## src/rtl/core/lfbf_pkg.sv

```systemverilog
`timescale 1ns / 1ps

package lfbf_pkg;

  // Ring size; one slot always stays empty, so DEPTH-1 bytes fit
  localparam int DEPTH = 32;
  localparam int IDX_W = (DEPTH > 1) ? $clog2(DEPTH) : 1;

  localparam logic [7:0] NEWLINE_CODE = 8'h0A;
  localparam logic [7:0] NUL_CODE     = 8'h00;

  localparam logic OP_PUSH = 1'b0;
  localparam logic OP_POP  = 1'b1;

  // Item as held in the front queue, already classified
  typedef struct packed {
    logic       op;
    logic [7:0] data;
    logic       message_start;
    logic       is_nul;
    logic       is_nl;
  } lfbf_item_t;

  // Result fields as loaded into the output register
  typedef struct packed {
    logic       full_res;
    logic       dropped;
    logic       out_valid;
    logic [7:0] out_byte;
    logic       line_end;
    logic       empty_res;
  } lfbf_result_t;

  // Ring index advance, wraps at DEPTH
  function automatic logic [IDX_W-1:0] next_slot(input logic [IDX_W-1:0] p);
    if (p == IDX_W'(DEPTH - 1)) begin
      return '0;
    end
    return p + 1'b1;
  endfunction

endpackage

```

## src/rtl/core/lfbf_in_if.sv

```systemverilog
`timescale 1ns / 1ps

interface lfbf_in_if;
  logic       valid;
  logic       ready;
  logic       op;
  logic [7:0] data;
  logic       message_start;

  modport source (output valid, output op, output data, output message_start, input ready);
  modport sink (input valid, input op, input data, input message_start, output ready);
endinterface

```

## src/rtl/core/lfbf_out_if.sv

```systemverilog
`timescale 1ns / 1ps

interface lfbf_out_if;
  logic       valid;
  logic       ready;
  logic       full_res;
  logic       dropped;
  logic       out_valid;
  logic [7:0] out_byte;
  logic       line_end;
  logic       empty_res;

  modport source (
    output valid, output full_res, output dropped, output out_valid,
    output out_byte, output line_end, output empty_res, input ready
  );
  modport sink (
    input valid, input full_res, input dropped, input out_valid,
    input out_byte, input line_end, input empty_res, output ready
  );
endinterface

```

## src/rtl/core/line_framed_byte_fifo_core.sv

```systemverilog
`timescale 1ns / 1ps
// Channel   Dir  Payload                                                 Per item
// in_ch     in   op, data[7:0], message_start                            one push or pop
// out_ch    out  full_res, dropped, out_valid, out_byte[7:0], line_end,  one result
//                empty_res
//
// Items pass a two-entry queue, then the executor. A push is done in ST_EXEC;
// a pop of a stored byte also passes ST_POP_RD for the registered memory read.
// Sync reset clears indices, message flags, queue and output register; the
// byte memory is not cleared and needs no clearing pass.
// A stalled out_ch holds the executor; the queue keeps taking up to two items.

module line_framed_byte_fifo_core
  import lfbf_pkg::*;
(
  input logic        clk,
  input logic        rst,
  lfbf_in_if.sink    in_ch,
  lfbf_out_if.source out_ch
);

  logic       item_valid;
  logic       item_take;
  lfbf_item_t item;

  lfbf_front u_front (
    .clk        (clk),
    .rst        (rst),
    .in_ch      (in_ch),
    .item_valid (item_valid),
    .item       (item),
    .item_take  (item_take)
  );

  lfbf_back u_back (
    .clk        (clk),
    .rst        (rst),
    .item_valid (item_valid),
    .item       (item),
    .item_take  (item_take),
    .out_ch     (out_ch)
  );

endmodule

```

## src/rtl/core/lfbf_front.sv

```systemverilog
`timescale 1ns / 1ps

module lfbf_front
  import lfbf_pkg::*;
(
  input  logic       clk,
  input  logic       rst,
  lfbf_in_if.sink    in_ch,
  output logic       item_valid,
  output lfbf_item_t item,
  input  logic       item_take
);

  lfbf_item_t q [2];
  logic       wr_ptr;
  logic       rd_ptr;
  logic [1:0] count;
  logic       push_q;
  logic       pop_q;
  lfbf_item_t new_item;

  // classify the incoming item
  always_comb begin
    new_item.op            = in_ch.op;
    new_item.data          = in_ch.data;
    new_item.message_start = in_ch.message_start;
    new_item.is_nul        = (in_ch.data == NUL_CODE);
    new_item.is_nl         = (in_ch.data == NEWLINE_CODE);
  end

  assign in_ch.ready = (count != 2'd2);
  assign push_q      = in_ch.valid && in_ch.ready;
  assign pop_q       = item_valid && item_take;
  assign item_valid  = (count != 2'd0);
  assign item        = q[rd_ptr];

  // two-entry queue toward the back end
  always_ff @(posedge clk) begin
    if (rst) begin
      wr_ptr <= 1'b0;
      rd_ptr <= 1'b0;
      count  <= 2'd0;
    end else begin
      if (push_q) begin
        wr_ptr <= ~wr_ptr;
      end
      if (pop_q) begin
        rd_ptr <= ~rd_ptr;
      end
      if (push_q && !pop_q) begin
        count <= count + 2'd1;
      end else if (pop_q && !push_q) begin
        count <= count - 2'd1;
      end
    end
  end

  always_ff @(posedge clk) begin
    if (push_q) begin
      q[wr_ptr] <= new_item;
    end
  end

endmodule

```

## src/rtl/core/lfbf_back.sv

```systemverilog
`timescale 1ns / 1ps

module lfbf_back
  import lfbf_pkg::*;
(
  input  logic       clk,
  input  logic       rst,
  input  logic       item_valid,
  input  lfbf_item_t item,
  output logic       item_take,
  lfbf_out_if.source out_ch
);

  localparam logic ST_EXEC   = 1'b0;
  localparam logic ST_POP_RD = 1'b1;

  logic [7:0]       mem [DEPTH];
  logic [7:0]       rd_data;
  logic             state;
  logic             state_next;
  logic [IDX_W-1:0] write_index;
  logic [IDX_W-1:0] write_index_next;
  logic [IDX_W-1:0] read_index;
  logic [IDX_W-1:0] read_index_next;
  logic             prev_nl;
  logic             prev_nl_next;
  logic             stopped;
  logic             stopped_next;
  logic [IDX_W-1:0] wslot;
  logic [IDX_W-1:0] rslot;
  logic [IDX_W-1:0] w_tmp;
  logic             stop_eff;
  logic             prev_eff;
  logic             rd_nl;
  logic             mem_we;
  logic             rd_en;
  logic             load;
  logic             out_free;
  lfbf_result_t     res;
  lfbf_result_t     res_q;
  logic             res_valid;

  assign wslot    = next_slot(write_index);
  assign rslot    = next_slot(read_index);
  assign out_free = !res_valid || out_ch.ready;
  assign rd_nl    = (rd_data == NEWLINE_CODE);

  // execute one item: push in ST_EXEC, pop after the memory read in ST_POP_RD
  always_comb begin
    item_take        = 1'b0;
    load             = 1'b0;
    mem_we           = 1'b0;
    rd_en            = 1'b0;
    res              = '0;
    state_next       = state;
    write_index_next = write_index;
    read_index_next  = read_index;
    prev_nl_next     = prev_nl;
    stopped_next     = stopped;
    stop_eff         = item.message_start ? 1'b0 : stopped;
    prev_eff         = item.message_start ? 1'b1 : prev_nl;
    w_tmp            = write_index;
    case (state)
      ST_EXEC: begin
        if (item_valid && out_free) begin
          item_take = 1'b1;
          if (item.op == OP_PUSH) begin
            load         = 1'b1;
            res.dropped  = 1'b1;
            stopped_next = stop_eff;
            prev_nl_next = prev_eff;
            if (stop_eff) begin
              stopped_next = 1'b1;
            end else if (item.is_nul || (wslot == read_index)) begin
              stopped_next = 1'b1;
            end else begin
              prev_nl_next = item.is_nl;
              if (!(prev_eff && item.is_nl)) begin
                mem_we      = 1'b1;
                res.dropped = 1'b0;
                w_tmp       = wslot;
              end
              stopped_next = (next_slot(w_tmp) == read_index);
            end
            write_index_next = w_tmp;
            res.full_res     = (next_slot(w_tmp) == read_index);
            res.empty_res    = (w_tmp == read_index);
          end else if (read_index == write_index) begin
            // pop from an empty ring
            load          = 1'b1;
            res.full_res  = (wslot == read_index);
            res.empty_res = 1'b1;
          end else begin
            rd_en      = 1'b1;
            state_next = ST_POP_RD;
          end
        end
      end
      ST_POP_RD: begin
        if (out_free) begin
          load            = 1'b1;
          read_index_next = rslot;
          state_next      = ST_EXEC;
          res.out_valid   = 1'b1;
          res.out_byte    = rd_nl ? NUL_CODE : rd_data;
          res.line_end    = rd_nl || (rslot == write_index);
          res.empty_res   = (rslot == write_index);
          res.full_res    = 1'b0;
        end
      end
      default: begin
        state_next = ST_EXEC;
      end
    endcase
  end

  // control state
  always_ff @(posedge clk) begin
    if (rst) begin
      state       <= ST_EXEC;
      write_index <= '0;
      read_index  <= '0;
      prev_nl     <= 1'b1;
      stopped     <= 1'b0;
      res_valid   <= 1'b0;
    end else begin
      state       <= state_next;
      write_index <= write_index_next;
      read_index  <= read_index_next;
      prev_nl     <= prev_nl_next;
      stopped     <= stopped_next;
      if (load) begin
        res_valid <= 1'b1;
      end else if (out_ch.ready) begin
        res_valid <= 1'b0;
      end
    end
  end

  // output register payload
  always_ff @(posedge clk) begin
    if (load) begin
      res_q <= res;
    end
  end

  // byte ring storage, registered read
  always_ff @(posedge clk) begin
    if (mem_we) begin
      mem[write_index] <= item.data;
    end
    if (rd_en) begin
      rd_data <= mem[read_index];
    end
  end

  assign out_ch.valid     = res_valid;
  assign out_ch.full_res  = res_q.full_res;
  assign out_ch.dropped   = res_q.dropped;
  assign out_ch.out_valid = res_q.out_valid;
  assign out_ch.out_byte  = res_q.out_byte;
  assign out_ch.line_end  = res_q.line_end;
  assign out_ch.empty_res = res_q.empty_res;

endmodule

```

## src/flat_wrapper.sv

```systemverilog
// flat-port wrapper written by rule: the top's interface ports become plain ports
module line_framed_byte_fifo_core_flat import lfbf_pkg::*;
  (clk, rst, in_ch_valid, in_ch_op, in_ch_data, in_ch_message_start, in_ch_ready, out_ch_valid, out_ch_full_res, out_ch_dropped, out_ch_out_valid, out_ch_out_byte, out_ch_line_end, out_ch_empty_res, out_ch_ready);
  lfbf_in_if in_ch_i ();
  lfbf_out_if out_ch_i ();
  input logic clk;
  input logic rst;
  input wire logic [$bits(in_ch_i.valid)-1:0] in_ch_valid;
  input wire logic [$bits(in_ch_i.op)-1:0] in_ch_op;
  input wire logic [$bits(in_ch_i.data)-1:0] in_ch_data;
  input wire logic [$bits(in_ch_i.message_start)-1:0] in_ch_message_start;
  output wire logic [$bits(in_ch_i.ready)-1:0] in_ch_ready;
  output wire logic [$bits(out_ch_i.valid)-1:0] out_ch_valid;
  output wire logic [$bits(out_ch_i.full_res)-1:0] out_ch_full_res;
  output wire logic [$bits(out_ch_i.dropped)-1:0] out_ch_dropped;
  output wire logic [$bits(out_ch_i.out_valid)-1:0] out_ch_out_valid;
  output wire logic [$bits(out_ch_i.out_byte)-1:0] out_ch_out_byte;
  output wire logic [$bits(out_ch_i.line_end)-1:0] out_ch_line_end;
  output wire logic [$bits(out_ch_i.empty_res)-1:0] out_ch_empty_res;
  input wire logic [$bits(out_ch_i.ready)-1:0] out_ch_ready;
  assign in_ch_i.valid = in_ch_valid;
  assign in_ch_i.op = in_ch_op;
  assign in_ch_i.data = in_ch_data;
  assign in_ch_i.message_start = in_ch_message_start;
  assign in_ch_ready = in_ch_i.ready;
  assign out_ch_valid = out_ch_i.valid;
  assign out_ch_full_res = out_ch_i.full_res;
  assign out_ch_dropped = out_ch_i.dropped;
  assign out_ch_out_valid = out_ch_i.out_valid;
  assign out_ch_out_byte = out_ch_i.out_byte;
  assign out_ch_line_end = out_ch_i.line_end;
  assign out_ch_empty_res = out_ch_i.empty_res;
  assign out_ch_i.ready = out_ch_ready;
  line_framed_byte_fifo_core u_core (.clk(clk), .rst(rst), .in_ch(in_ch_i), .out_ch(out_ch_i));
endmodule
```

## config.mk

```make
export PLATFORM = sky130hd
export DESIGN_NAME = line_framed_byte_fifo_core_flat
export DESIGN_NICKNAME = d
export VERILOG_FILES = /design/src/rtl/core/lfbf_pkg.sv /design/src/rtl/core/lfbf_in_if.sv /design/src/rtl/core/lfbf_out_if.sv /design/src/rtl/core/line_framed_byte_fifo_core.sv /design/src/rtl/core/lfbf_front.sv /design/src/rtl/core/lfbf_back.sv /design/src/flat_wrapper.sv
export SDC_FILE = /design/constraint.sdc
export NUM_CORES = 1
export LEC_CHECK = 0
export BUFFER_PORTS_ARGS = -buffer_cell sky130_fd_sc_hd__buf_4
export CORE_MARGIN = 2
export CORE_UTILIZATION = 40
export CTS_BUF_LIST = sky130_fd_sc_hd__clkbuf_8
export CTS_CLUSTER_DIAMETER = 80
export CTS_CLUSTER_SIZE = 40
export DETAILED_ROUTE_END_ITERATION = 6
export HOLD_SLACK_MARGIN = 0.06
export PLACE_DENSITY = 0.6
export SYNTH_ARGS = -nofsm -noshare
export SYNTH_HDL_FRONTEND = slang
export SYNTH_SLANG_ARGS = --single-unit
```

## constraint.sdc

```tcl
create_clock -name clk -period 4.79 [get_ports clk]
set_clock_uncertainty 0.05 [all_clocks]
set_input_delay 0.479 -clock clk [delete_from_list [all_inputs] [get_ports clk]]
set_output_delay 0.479 -clock clk [all_outputs]
set_load 0.005 [all_outputs]
```

Yosys cells after proc, flatten, opt, wreduce, memory -nomap -nowiden
Memory sizes are Yosys's and may differ from the RTL's. A register that Yosys moved wholly into a read port is not among the register bits. Index checks and enable logic that the tools add are counted.

Output and inout bits: 15. RAM bits: 280. Memories: 2. Word-level logic and storage cells: 149. Register bits after elaboration: 31.

Memories: u_core.u_back.mem (depth 32, width 8, read ports 1, clocked after memory_dff 1, wr ports 1, line lfbf_back.sv:17) `logic [7:0] mem [DEPTH];`; u_core.u_front.q (depth 2, width 12, read ports 1, clocked after memory_dff 1, wr ports 1, line lfbf_front.sv:14) `lfbf_item_t q [2];`.

Reduce and logical (&&, ||, !) cells: 20. Eq/ne operators: 13. Add/subtract/negate cells: 6. Multiplexer cells: 87. Bitwise gates (word level): 6.

Operators by type and width (count): $mux 5 (27); $mux 1 (51); $eq 5x5->1 (6); $add 5x1->5 const B (4); $eq 5x5->1 const B (4); $eq 8x4->1 const B (2); $mux 11 (1); $logic_not 8->1 (1); $mux 8 (1); $pmux 1 s2 (4); $logic_and 1x1->1 (6); $mux 2 (3); $not 1->1 (6); $reduce_bool 2->1 (3); $reduce_or 3->1 (2); $logic_not 1->1 (3); $logic_or 1x1->1 (3); $reduce_and 3->1 (1); $add 2x1->2 const B (1); $ne 2x2->1 const B (1); $reduce_and 2->1 (1); $sub 2x1->2 const B (1).

Longest topological paths before layout
Gate-level depths: netlist of the first run.

Depth after elaboration: 28. Gate-level depth with buffers: 20. Gate-level depth less buffers: 17.

Cells and area by module
From an unflattened synthesis of the first run, not the netlist that was laid out.

Cell total of the unflattened synthesis: 727. Area, all modules: 13300.3 um^2.

Modules (own cells, without submodules): lfbf_back (area an instance 12190.4 um^2, cells an instance 660, instances 1); lfbf_front (area an instance 1109.8 um^2, cells an instance 67, instances 1).

Worst setup path after synthesis of the first run
Ideal clock, no wire load.

Path kind: reg-to-reg. Start point: register u_core.u_back.write_index[3]. End point: register u_core.u_back.res_q, in the netlist u_core.u_back.out_ch.full_res (data pin). Arrival: 3535 ps. Stages on the path, launching flop included: 21. Path buffers: 4. Data required time: 4571 ps. Library setup time: 169 ps. Setup slack: 1036 ps. Cell sequence: dfxtp_1 clkbuf_1 buf_1 and3_1 ha_1 buf_2 nor2_1 mux2i_1 xnor2_1 o21ai_1 buf_4 nand2_1 o21ai_0 nor2_1 ha_1 nor2_1 a22oi_1 o211ai_1 a2111oi_2 o311ai_1 o31ai_1.

Longest elaborated chain between the ends: 27. Elaborated cells on any way between the ends: 33. Those cells by class: 2 x add/sub; 5 x eq/ne; 25 x mux; 1 x reduce/logical.

Ends and longest elaborated chain: start: declaration (line lfbf_back.sv:21) `logic [IDX_W-1:0] write_index;`; start signal: assignment (line lfbf_back.sv:128) `write_index <= write_index_next;`; branches (longest 24 deep; another with $add 5x1->5); $mux 1 * (line lfbf_back.sv:67) `if (item.op == OP_PUSH) begin`; $mux 2 * (line lfbf_back.sv:65) `if (item_valid && out_free) begin`; $pmux 1 s2 * (line lfbf_back.sv:63) `case (state)`; end signal: assignment (line lfbf_back.sv:143) `res_q <= res;`; end: declaration (line lfbf_back.sv:40) `lfbf_result_t res_q;`.

Mark *: on every way between the ends. The select of a mux whose other input is x is not followed. A chain may end at the register's enable or synchronous reset.

Worst setup path after layout of the first run
Start point: register u_core.u_back.write_index[1]. End point: register u_core.u_back.res_q, in the netlist u_core.u_back.out_ch.full_res (data pin).

The elaborated chain is that of the path after synthesis.

==> results of run 1 <==
==> power breakdown <==
group	total, mW	switching, mW	internal [mW]
Clock	1.31	0.934	0.377
Combinational	1.40	0.890	0.509
Sequential	3.56	0.0741	3.49
Total	6.27	1.90	4.37
==> registers in the layout, summed over array words and instances, names as in the netlist, named ones only <==
name / cells
u_core.u_back.out_ch.out_valid: 1
u_core.u_back.mem: 256
u_core.u_back.out_ch.valid: 1
u_core.u_back.stopped: 1
u_core.u_back.rd_data: 8
u_core.u_back.out_ch.empty_res: 1
u_core.u_front.q: 24
u_core.u_back.out_ch.dropped: 1
u_core.u_front.wr_ptr: 1
u_core.u_back.out_ch.line_end: 1
u_core.u_back.out_ch.full_res: 1
u_core.u_back.out_ch.out_byte: 8
u_core.u_back.write_index: 5
u_core.u_back.prev_nl: 1
u_core.u_back.read_index: 5
u_core.u_back.state: 1
u_core.u_front.rd_ptr: 1
u_core.u_front.count: 2
==> what timing repair did <==
| action | 4_1_cts | 5_1_grt |
|---|---|---|
| resized for setup | 0 | 0 |
| endpoints found under the setup margin | 0 | 0 |
| hold buffers | 10 | 0 |
| endpoints found under the hold margin | 20 | 0 |
==> per-stage QoR <==
stage | cell area [um^2] | worst slack (ns) | util [%] | hold WS (ns) | total power [mW]
CTS | 14700 | 0.736 | 44.2 | 0.148 | 6.33
detailed placement | 14200 | 0.781 | 42.8 | 0.452 | 5.03
global placement | 14200 | 0.845 | 42.8 | 0.434 | 5.02
floorplan | 13400 | 1.04 | - | 0.422 | 4.53
finish | 14700 | 0.709 | 44.2 | 0.172 | 6.27
global route | 14700 | 0.232 | 44.2 | 0.169 | 6.57
==> final timing paths <==
path | to | slack, ns | cells past startpoint
setup / recovery | u_core.u_back.out_ch.full_res | 0.71 | 17
hold reg to reg | u_core.u_front.count[1] | 0.47 | 2
setup reg to reg | u_core.u_back.out_ch.full_res | 0.71 | 17
hold / removal | u_core.u_back.read_index[1] | 0.17 | 2
==> logic make-up (layout without fill, tap and decap cells) <==
logic type	count (synthesis)	count (layout)
flip-flops	320	320
AND/OR/NAND/NOR	153	153
multiplexers	111	111
AO/OA/AOI/OAI	59	59
buffers and inverters	50	103
XOR/XNOR	37	37
adder cells (fa/ha/maj)	12	12
==> area by class of cell <==
type                       count  share of cell area (%)
clock inverter                 9                    1.19
sequential                   320                    64.0
multi-input combinational    372                    25.5
inverter                       7                   0.178
clock buffer                  15                    1.40
timing repair buffer          72                    3.93
tap                          448                    3.81
==> placed cells by master, fill, tap and decap left out, types with 6 or more instances in the layout <==
cell and n:
ha_1 12, and3_1 11, dlygate4sd3_1 10, mux4_2 80, xor2_1 14, mux2i_1 11
buf_4 61, nor2_1 62, clkbuf_8 15, edfxtp_1 301, nor3_1 14, nand3_1 10
nand2b_1 8, a21oi_1 15, dfxtp_1 16, nand2_1 24, nor2b_1 6, mux2_2 19
xnor2_1 23, o21ai_0 15, inv_1 7
==> worst max-delay path: cells and delay by family (launching register included) <==
family | cells | cell delay [ns]
AOI/OAI and AO/OA | 7 | 1.65
xor gates and xnor gates | 1 | 0.19
adders and majority gates | 3 | 0.88
buffers and inverters | 1 | 0.19
DFF | 1 | 0.33
muxes | 1 | 0.17
and+or+nand+nor | 4 | 0.46
==> metal layers <==
layer  wire length (um)  up-vias  share of wire (%)  GRT usage, %
li1                   -     3023                  -             -
met1              12600     3483                 45          23.5
met2              13600      167                 49          26.9
met3               1370       29                4.9          1.97
met4                433        0                1.5          3.08
met5                  0        -                  0             0
==> impl_metrics.json, run 1 <==
{
  "peakVddDrop_mv": 0.270,
  "avgSynthCellArea_um2": 18.1,
  "grt_pass1_wl_um": 43100,
  "cts_buffers": 15,
  "ff_latch_area_mm2": 0.00943,
  "final-max-slew-violation-count": 0,
  "synth_top_family_by_area": "multiplexers",
  "start_util_pct": 40.3,
  "critPathLaunchType": "register",
  "first_pass_iters": 5,
  "cpMostUsedCell": "ha_1",
  "grt_pass1_vias": 6787,
  "power.density_mw_per_mm2": 426,
  "netlist_area_mm2": 0.0134,
  "synthMuxAreaShare_pct": 16.0,
  "viasPerCell": 5.39,
  "hold_viol_final": 0,
  "synthArstFlopShare_pct": 0,
  "ys_seq_area_share_pct": 70.2,
  "timing_worst_setup_path_type": "reg2reg",
  "fin_crit_ns": 4.08,
  "worstPathRequired_ns": 5.13,
  "diodes": 0,
  "drc": 0,
  "cts_root_buffer": "clkbuf_8",
  "synth.most_common_cell": "edfxtp_1",
  "drtAntennaViolNets": 0,
  "globalplace.congestion": 0.813,
  "rows": 67,
  "cpMaxStageDelayCell": "o21a_1",
  "clk_latency_ns": 0.57,
  "setup_tns_ns": 0,
  "setup_viol": 0,
  "port_buffers": 28,
  "crit_arrival_ns": 4.42,
  "hold_start": "rst",
  "first_iter_violations": 744,
  "path_cells": "buf_4 > ha_1 > and3_1 > ha_1 > nor2b_1 > mux2i_1 > xnor2_1 > o21a_1 > a21oi_1 > nor2_1 > ha_1 > nor2_1 > a22oi_1 > o211ai_1 > a2111oi_2 > o311ai_1 > o31ai_1",
  "synth_area_leaders": "edfxtp_1 (67%), mux4_2 (13%), dfxtp_1 (2.8%), nor2_1 (1.7%), mux2_2 (1.6%)",
  "wl_per_cell_um": 22.5,
  "synth_commonest_cells": "edfxtp_1 (301), mux4_2 (80), nor2_1 (62), nand2_1 (24)",
  "synth-seq-cells": 320,
  "yosys_warnings": 0,
  "hpwl_um": 17400,
  "rsz0062_at_grt": "false",
  "fmax_mhz": 245,
  "startpoint": "u_core.u_back.write_index[1]",
  "cap_violations": 0,
  "clock-sinks": 320,
  "die_x_um": 187,
  "core_area_mm2": 0.0333,
  "area_growth_pct": 9.81,
  "slew_headroom_pct": 25.1,
  "antenna_found_initial": 0,
  "cp-end-kind": "register",
  "grt.overflow.total": 0,
  "fin_crit_sh_pct": 85.2,
  "clkTransAtPathRegs_ns": 0.19,
  "synth_edf_count": 301,
  "postCtsSetupRepairBufs": 0,
  "ys.flop_type": "edfxtp_1",
  "cts_tree": "done",
  "nFillCells": 2865,
  "placed_cells": 1209,
  "drive_gt1_share_pct": 24.8,
  "synth-adder-area-share_pct": 1.12,
  "finalNetCount": 814,
  "outcome": "finished clean",
  "die_h_um": 187,
  "synth_compound_area_share_pct": 3.00,
  "leakage_nw": 4.59,
  "synthXorXnorAreaFrac_pct": 2.42,
  "via_count": 6702,
  "grt_max_degree": 79,
  "totalWireLength_um": 28000,
  "multi_input_area_mm2": 0.00375,
  "hold_class": "in2reg",
  "dieArea_mm2": 0.0350,
  "crit_fanout": 13,
  "clock_path_buffers": 3,
  "yosysTopAreaCell": "edfxtp_1",
  "yosys.area_share.simple_pct": 5.48,
  "worst_pin_slew_ns": 1.12,
  "netlist.area_leader.share_pct": 67.4,
  "synthCells": 742,
  "cts_max_level": 1,
  "r2r_start": "u_core.u_back.write_index[1]",
  "final_cells": 1243,
  "synth.distinct_cells": 57,
  "synth.net_count": 768,
  "critPathMaxStageDelay_ns": 0.48,
  "io_pins": 29,
  "track_usage_pct": 16.3
}
Power figures use the tool's default switching activity.
==> run 2, diff against run 1 <==
RECOVER_POWER = 100   (was not set)
==> run 2 against run 1 <==
Compared with the run above: worst setup slack worse by 0.14 ns; core utilization down 0.38 points; global-route usage unchanged; hold slack lost 0.0017 ns; sequential power about the same; flip-flop and latch count is the same; non-clock buffer count did not move; combinational power decreased by 3%; routed wire length shrank 0.15%; cell count unchanged; critical path type unchanged; critical endpoint is now u_core.u_back.mem[23][3]; highest routed layer unchanged.
==> impl_metrics.json, run 2 (synthesis results as in run 1) <==
{
  "totalWireLength_um": 28000,
  "crit_fanout": 13,
  "crit_arrival_ns": 4.43,
  "cp-end-kind": "register",
  "start_util_pct": 40.3,
  "cts_buffers": 15,
  "hold_class": "in2reg",
  "grt_max_degree": 79,
  "area_growth_pct": 8.86,
  "final_cells": 1243,
  "final_common_cell": "edfxtp_1",
  "placed_cells": 1209,
  "drtAntennaViolNets": 0,
  "clk_latency_ns": 0.57,
  "cts_root_buffer": "clkbuf_8",
  "clock_path_buffers": 3,
  "grt.overflow.total": 0,
  "wl_per_cell_um": 22.5,
  "peakVddDrop_mv": 0.249,
  "final-max-slew-violation-count": 0,
  "drive_gt1_share_pct": 18.6,
  "leakage_nw": 4.47,
  "diodes": 0,
  "cts_max_level": 1,
  "worst_slack_ns": 0.567,
  "grt_pass1_wl_um": 43100,
  "io_pins": 29,
  "via_count": 6709,
  "dieArea_mm2": 0.0350,
  "hpwl_um": 17400,
  "hold_ws_ns": 0.171,
  "fmax_mhz": 237,
  "viasPerCell": 5.40,
  "die_x_um": 187,
  "track_usage_pct": 16.3,
  "setup_tns_ns": 0,
  "largest_register_ffs": 256,
  "critPathLaunchType": "register",
  "slew_headroom_pct": 12.7,
  "worstPathRequired_ns": 5.00,
  "outcome": "finished clean",
  "grt_pass1_vias": 6787,
  "cts_tree": "done",
  "finalNetCount": 814,
  "clkTransAtPathRegs_ns": 0.21,
  "power.density_mw_per_mm2": 427,
  "timing_worst_setup_path_type": "reg2reg",
  "top_register": "u_core.u_back.mem",
  "pre_cts_ws_ns": 0.781,
  "reg_top3": "u_core.u_back.mem: 256 flops, u_core.u_front.q: 24 flops",
  "fin_crit_ns": 4.22,
  "setup_viol": 0,
  "cts_resized": 0,
  "port_buffers": 28,
  "cap_violations": 0,
  "ff2ff_setup_slack_ns": 0.57,
  "core_area_mm2": 0.0333,
  "drc": 0,
  "rows": 67,
  "worst_pin_slew_ns": 1.31,
  "first_pass_iters": 5,
  "antenna_found_initial": 0,
  "hold_viol_final": 0,
  "first_iter_violations": 701,
  "final_cell_mix": "edfxtp_1 (301), mux4_2 (80), nor2_1 (63)",
  "fin_crit_sh_pct": 88.2,
  "die_h_um": 187,
  "rsz0062_at_grt": "false",
  "globalplace.congestion": 0.813,
  "clock-sinks": 320
}
==> run 2: cell count changes in the layout (fill, tap and decap cells not counted), moves of 2 or more <==
cell / change
buf_4: -48
clkbuf_1: +31
clkbuf_4: +17
mux2_1: +15
mux2_2: -15
o21ai_0: +2
o21ai_1: -2
==> run 2: per-layer routing <==
layer  vias up  track usage (%)  routed length [um]
met3        33             1.97                1290
met1      3484             23.5               12500
met5         -                0                   0
li1       3016                -                   -
met2       176             26.9               13700
met4         0             3.08                 481
==> run 2: metrics by stage <==
stage / power (mW) / util [%] / instance area [um^2]
finish: 6.24 / 43.9 / 14600
global route: 6.54 / 43.9 / 14600
CTS: 6.33 / 44.2 / 14700
detailed placement: 5.03 / 42.8 / 14200
global placement: 5.02 / 42.8 / 14200
floorplan: 4.53 / - / 13400
==> run 2: area by class of cell <==
type | instances | area, um^2
Timing Repair Buffer | 72 | 462
Multi-Input combinational cell | 372 | 3740
Clock inverter | 9 | 175
Tap cell | 448 | 561
Clock buffer | 15 | 206
Fill cell | 2891 | 18700
Inverter | 7 | 26.3
Sequential cell | 320 | 9420
==> run 2: path summary, 6_finish.rpt <==
path                                     start                           to  cells after the start
setup / recovery  u_core.u_back.write_index[1]     u_core.u_back.mem[23][3]                     12
hold reg to reg        u_core.u_front.count[1]      u_core.u_front.count[1]                      2
hold / removal                             rst  u_core.u_back.read_index[1]                      2
setup reg to reg  u_core.u_back.write_index[1]     u_core.u_back.mem[23][3]                     12
==> run 2: worst max-delay path, stage by stage (launching register included) <==
cell and delay [ns]:
dfxtp_1 0.33, buf_4 0.19, ha_1 0.19, and3_1 0.16
ha_1 0.41, nor2b_1 0.09, mux2i_1 0.16, xnor2_1 0.19
o21ai_0 0.14, buf_4 0.21, nor3_1 0.51, nand2_1 0.49
nor2_1 0.80
==> run 2: repair_timing <==
action,in CTS,in global routing
hold endpoints to repair,20,0
hold buffers,10,0
setup buffers,0,0
==> run 2: where the power goes <==
group / internal (mW) / switching (mW) / leakage, nW
Sequential: 3.49 / 0.0725 / 2.88
Combinational: 0.478 / 0.883 / 1.40
Clock: 0.377 / 0.931 / 0.184
